--- src/rtl/acot_pkg.sv ---
// Shared types, constants and elaboration-time angle tables for the arccotangent unit.
// Used by acot_stage and arccotangent_fixed_point; depends on nothing else.
package acot_pkg;

    localparam int GUARD_BITS = 28;
    localparam int ANG_FRAC   = 60;
    localparam int XY_W       = 62;   // |X|,|Y| stay below 2^60 for every input
    localparam int Z_W        = 64;   // Q4.60 angle accumulator
    localparam logic [31:0] ANGLE_MAX = 32'd3373259426;

    typedef struct packed {
        logic vld;
        logic zero;   // argument was exactly zero
    } t_ctl;

    // Divide by the k-th odd number, literal divisors only.
    function automatic logic [63:0] odd_div(input logic [63:0] v, input int unsigned k);
        logic [63:0] r;
        case (k)
            0:  r = v;
            1:  r = v / 64'd3;
            2:  r = v / 64'd5;
            3:  r = v / 64'd7;
            4:  r = v / 64'd9;
            5:  r = v / 64'd11;
            6:  r = v / 64'd13;
            7:  r = v / 64'd15;
            8:  r = v / 64'd17;
            9:  r = v / 64'd19;
            10: r = v / 64'd21;
            11: r = v / 64'd23;
            12: r = v / 64'd25;
            13: r = v / 64'd27;
            14: r = v / 64'd29;
            15: r = v / 64'd31;
            16: r = v / 64'd33;
            17: r = v / 64'd35;
            18: r = v / 64'd37;
            19: r = v / 64'd39;
            20: r = v / 64'd41;
            21: r = v / 64'd43;
            22: r = v / 64'd45;
            23: r = v / 64'd47;
            24: r = v / 64'd49;
            25: r = v / 64'd51;
            26: r = v / 64'd53;
            27: r = v / 64'd55;
            28: r = v / 64'd57;
            29: r = v / 64'd59;
            default: r = '0;
        endcase
        return r;
    endfunction

    // atan(1/5) or atan(1/239) in Q4.60, truncated power series.
    function automatic logic [63:0] atan_recip(input bit use239);
        logic [63:0] p;
        logic [63:0] sum;
        logic [63:0] term;
        int unsigned k;
        p   = use239 ? ((64'd1 << ANG_FRAC) / 64'd239) : ((64'd1 << ANG_FRAC) / 64'd5);
        sum = '0;
        for (k = 0; k < 64; k++) begin
            if (p != 64'd0) begin
                term = odd_div(p, k);
                if (k[0]) sum = sum - term;
                else sum = sum + term;
                p = use239 ? (p / 64'd57121) : (p / 64'd25);
            end
        end
        return sum;
    endfunction

    function automatic logic [63:0] quarter_pi();
        return (64'd4 * atan_recip(1'b0)) - atan_recip(1'b1);
    endfunction

    // atan(2^-i) in Q4.60.
    function automatic logic [63:0] atan_pow2(input int unsigned i);
        logic [63:0] sum;
        logic [63:0] term;
        int unsigned k;
        int unsigned e;
        bit done;
        sum  = '0;
        done = 1'b0;
        if (i == 0) begin
            sum = quarter_pi();
        end else begin
            for (k = 0; k < 64; k++) begin
                e = i * (2 * k + 1);
                if (e > ANG_FRAC) done = 1'b1;
                if (!done) begin
                    term = odd_div(64'd1 << (ANG_FRAC - e), k);
                    if (k[0]) sum = sum - term;
                    else sum = sum + term;
                end
            end
        end
        return sum;
    endfunction

    // Round Q4.60 to Q2.30, clamp to [0, pi].
    function automatic logic [31:0] round_q30(input logic [Z_W-1:0] z);
        logic [Z_W-1:0] s;
        logic [Z_W-31:0] r;
        logic [31:0] q;
        s = z + (Z_W'(1) << (ANG_FRAC - 31));
        r = s[Z_W-1:ANG_FRAC-30];
        if (z[Z_W-1]) q = '0;
        else if (r > (Z_W-30)'(ANGLE_MAX)) q = ANGLE_MAX;
        else q = r[31:0];
        return q;
    endfunction

    localparam logic [Z_W-1:0] PI_HALF_Q60 = Z_W'(64'd2 * quarter_pi());
    localparam logic [31:0]    PI_HALF_Q30 = round_q30(PI_HALF_Q60);

endpackage

--- src/rtl/acot_stage.sv ---
// One CORDIC vectoring micro-rotation with its pipeline register and bubble-filling ready.
// Depends on acot_pkg for widths, t_ctl and the atan(2^-i) table function.
module acot_stage
    import acot_pkg::*;
#(
    parameter int STAGE = 0
) (
    input  logic                  i_clk,
    input  logic                  i_rst_n,
    input  t_ctl                  i_ctl,
    input  logic signed [XY_W-1:0] i_x,
    input  logic signed [XY_W-1:0] i_y,
    input  logic [Z_W-1:0]        i_z,
    input  logic                  i_ready,
    output logic                  o_ready,
    output t_ctl                  o_ctl,
    output logic signed [XY_W-1:0] o_x,
    output logic signed [XY_W-1:0] o_y,
    output logic [Z_W-1:0]        o_z
);

    localparam logic [Z_W-1:0] ANG = Z_W'(atan_pow2(STAGE));

    t_ctl                   r_ctl;
    logic signed [XY_W-1:0] r_x, r_y;
    logic [Z_W-1:0]         r_z;
    logic signed [XY_W-1:0] n_x, n_y;
    logic [Z_W-1:0]         n_z;
    logic signed [XY_W-1:0] xs, ys;

    assign o_ready = !r_ctl.vld || i_ready;

    always_comb begin
        xs = i_x >>> STAGE;
        ys = i_y >>> STAGE;
        // rotate toward the X axis: direction from the sign of Y
        if (!i_y[XY_W-1]) begin
            n_x = i_x + ys;
            n_y = i_y - xs;
            n_z = i_z + ANG;
        end else begin
            n_x = i_x - ys;
            n_y = i_y + xs;
            n_z = i_z - ANG;
        end
    end

    always_ff @(posedge i_clk) begin
        if (!i_rst_n) begin
            r_ctl.vld <= 1'b0;
        end else if (o_ready) begin
            r_ctl.vld <= i_ctl.vld;
        end
        if (o_ready && i_ctl.vld) begin
            r_ctl.zero <= i_ctl.zero;
            r_x        <= n_x;
            r_y        <= n_y;
            r_z        <= n_z;
        end
    end

    assign o_ctl = r_ctl;
    assign o_x   = r_x;
    assign o_y   = r_y;
    assign o_z   = r_z;

endmodule

--- config.mk ---
export PLATFORM = sky130hd
export DESIGN_NAME = acot_stage
export DESIGN_NICKNAME = d
export VERILOG_FILES = /design/src/rtl/acot_pkg.sv /design/src/rtl/acot_stage.sv
export SDC_FILE = /design/constraint.sdc
export NUM_CORES = 1
export LEC_CHECK = 0
export ABC_AREA = 1
export BUFFER_PORTS_ARGS = -buffer_cell sky130_fd_sc_hd__buf_2
export CAP_MARGIN = 20
export CORE_ASPECT_RATIO = 1.5
export CORE_MARGIN = 2
export CORE_UTILIZATION = 45
export DETAILED_ROUTE_END_ITERATION = 10
export GPL_ROUTABILITY_DRIVEN = 0
export GPL_TIMING_DRIVEN = 1
export PLACE_DENSITY = 0.65
export SLEW_MARGIN = 20
export SYNTH_ARGS = -nofsm -noshare
export SYNTH_HDL_FRONTEND = slang
export SYNTH_SLANG_ARGS = --single-unit
--- constraint.sdc ---
create_clock -name i_clk -period 23.1 [get_ports i_clk]
set_input_delay 2.31 -clock i_clk [delete_from_list [all_inputs] [get_ports i_clk]]
set_output_delay 2.31 -clock i_clk [all_outputs]
set_load 0.01 [all_outputs]
==> results.toml <==
[status]
outcome = "complete, no violations"

[sta]
relSlewSlack_pct = 37.5
final.min_clock_period_ns = 5.02
final-hold-violation-count = 0
clock_skew_ns = 0.0180
setup_viol = 0
timing_worst_slew_pin_value_ns = 0.938
achievable-frequency_mhz = 199
rsz0062_at_grt = "false"
timing.setup.tns_ns = 0
finalHoldWorstSlack_ns = 0.539
final_max_slew_viol_count = 0
min_period_over_period_pct = 21.8

[floorplanning]
fp.coreArea_um2 = 59100
die-area_um2 = 61800
num_rows = 109
fp.dieW_um = 204
floorplan.io_pins = 384
chipHeight_um = 304
effective_utilization_at_floorplan_pct = 45.6

[clock_tree]
tritoncts_sink_count = 189
hold_buffers = 0
cts_root_buf = "clkbuf_16"
clock_insertion_delay_worst_skew_ns = 0.51
post_cts_resized = 0
cts_tree = "built"
clock_tree.buffer_depth = 2
clk_pin_slew_worst_paths_ns = 0.07
cts_made_buffers = 17
cts_post_setup_buffers_inserted = 0
clock_tree.htree_level_count = 4

[final_layout]
layout_commonest_cell = "nand2_1"
nets = 5309
post_route_cells_drive_above_1_share_pct = 11.1
area_growth_pct = 11.2
highest_count_cells_in_the_layout_ignoring_fill_and_taps = "nand2_1, inv_1, buf_2"
n_fill_cell = 6354
multiInputGateArea_um2 = 17300
area.sequential_um2 = 5670

[grt]
grt.total_usage_pct = 35.3
grt_start_max_net_pins = 71
number_of_global_route_vias_before_repair = 28400
grt_first_pass_wirelength_um = 162000
antenna_found_initial = 8
grt_overflow = 0

[placed_design]
dp_hpwl_um = 94800
port_buffers = 383

[worst_setup_path]
worst_path_most_repeated_cell = "buf_2"
worst-endpoint-arrival_ns = 2.71
cp.required_ns = 20.79
crit_fanout = 2
worstPathCellList = "buf_2 > inv_1 > nand2_1 > buf_2"
critical_path.max_stage_delay_ns = 0.14
path_delay_family = "buffers and inverters"
number_of_buffers_and_inverters_on_the_critical_path = 3
worstSetupPathType = "input pin to output port"
setup.worst_path.end_class = "output port"
setup_crit_start_kind = "input pin"
crit_slowest_cell = "buf_2"

[logic_synthesis]
postSynth.asyncResetShare_pct = 0
synthDistinctLibCells = 51
post_synth_instance_area_um2 = 26900
synthesis.yosys.warnings = 0
synth-main-ff-cell = "edfxtp_1"
syn_nets = 4987
synth.avg_cell_area_um2 = 5.92
synth_edf_count = 188
post_synth_inst_count = 4548
postSynthRegisterBits = 189
ys_seq_area_share_pct = 21.0

[power_and_ir_drop]
switching_share_pct = 45.3
power.static_leakage_nw = 16.4
relative_contribution_of_the_clock_network_to_total_power_pct = 21.5
vdd_drop_max_mv = 0.0578
switchingPower_mw = 0.660
power.sequential.fraction_pct = 31.1
power.internal_mw = 0.795
p_comb_share_pct = 47.5
power_per_unit_of_standard_cell_area_nw_per_um2 = 48.6
total_power_mw = 1.46

[drt]
detail_route.wl_per_cell_um = 19.7
drt.antenna.violating_nets = 0
firstDrtPassIters = 7
detail_route.wirelength_um = 112000
drt_first_iter_violations = 2585
vias = 30400
number_of_remaining_drc_errors = 0
avgViaCountPerCell = 5.37

[run]
cap_viol_max_count = 0

[worst_hold_path]
hold_class = "flop to flop"
per-stage QoR:
step | area, µm² | setup slack [ns] | utilization (%) | instances
3_3_place_gp | 29300 | 17.70 | 49.7 | 5628
6_report | 29900 | 18.08 | 50.7 | 5663
4_1_cts | 29900 | 18.07 | 50.7 | 5660
2_1_floorplan | 26900 | 10.93 | - | 4548
3_5_place_dp | 29300 | 17.65 | 49.7 | 5628
5_1_grt | 29900 | 17.89 | 50.7 | 5660
kinds of logic after synthesis:
family | Yosys count | share of synthesized area [%]
and+or+nand+nor | 2433 | 37.7
xor gates and xnor gates | 93 | 3.03
adders and majority gates | 246 | 11.5
buffers and inverters | 990 | 14.6
AOI/OAI and AO/OA | 597 | 12.1
DFF | 189 | 21.0
routing by layer:
metal / GRT usage [%] / vias up / part of all wire (%)
met5: 0 / - / 0.048
met4: 30.7 / 10 / 10
met3: 6.40 / 488 / 7.8
met2: 62.0 / 1499 / 48
met1: 36.2 / 13500 / 34
li1: - / 14900 / -
worst min-delay path, cell delays in order, from the launching register on:
cell,delay [ns]
dfxtp_1,0.34
nand2_1,0.09
a21boi_0,0.07
sequential cells by signal, indices dropped and copies added (netlist names):
register and flops:
o_ctl 2, o_x 62, o_z 64, o_y 61
path summary, 6_finish.rpt:
| kind | startpoint | to | slack, ns | cells past startpoint |
|---|---|---|---|---|
| min | o_ctl[1] | o_ctl[1] | 0.54 | 2 |
| min reg2reg | o_ctl[1] | o_ctl[1] | 0.54 | 2 |
| max reg2reg | o_ctl[1] | o_x[59] | 20.31 | 3 |
| max | i_ready | o_ready | 18.08 | 4 |
final cells by class:
class	instances	area share [%]
diodes	3	0.0251
clock buffers	18	1.43
clock inverters	14	0.514
inverters	903	11.3
multi-input cells	3369	57.9
flip-flops and latches	189	18.9
well taps	777	3.25
repair buffers	390	6.60
power groups by stage:
stage	Combinational (mW)	Clock, mW	Sequential, mW
after global placement	0.670	0	0.460
after detailed placement	0.673	0	0.460
final	0.691	0.313	0.452
after CTS	0.676	0.319	0.453
after global routing	0.753	0.331	0.455
after floorplan	0.410	0	0.483
cell usage after synthesis, types with 16 or more instances:
master    instances  area share, %
nor2_1          367            5.1
a21oi_1         279            5.2
ha_1            242             11
nand2_2          22           0.51
inv_2            22           0.31
o21ai_0         199            3.7
buf_2            25           0.46
nand2_1        1533             21
nand3_1         346            6.4
buf_4            34           0.95
o21bai_1         48            1.3
nor2_2           34           0.79
nand4_1          60            1.4
xor2_1           89            2.9
nor3_1           16           0.30
edfxtp_1        188             21
inv_1           880             12
No activity file was read; power rests on OpenSTA's default activity.
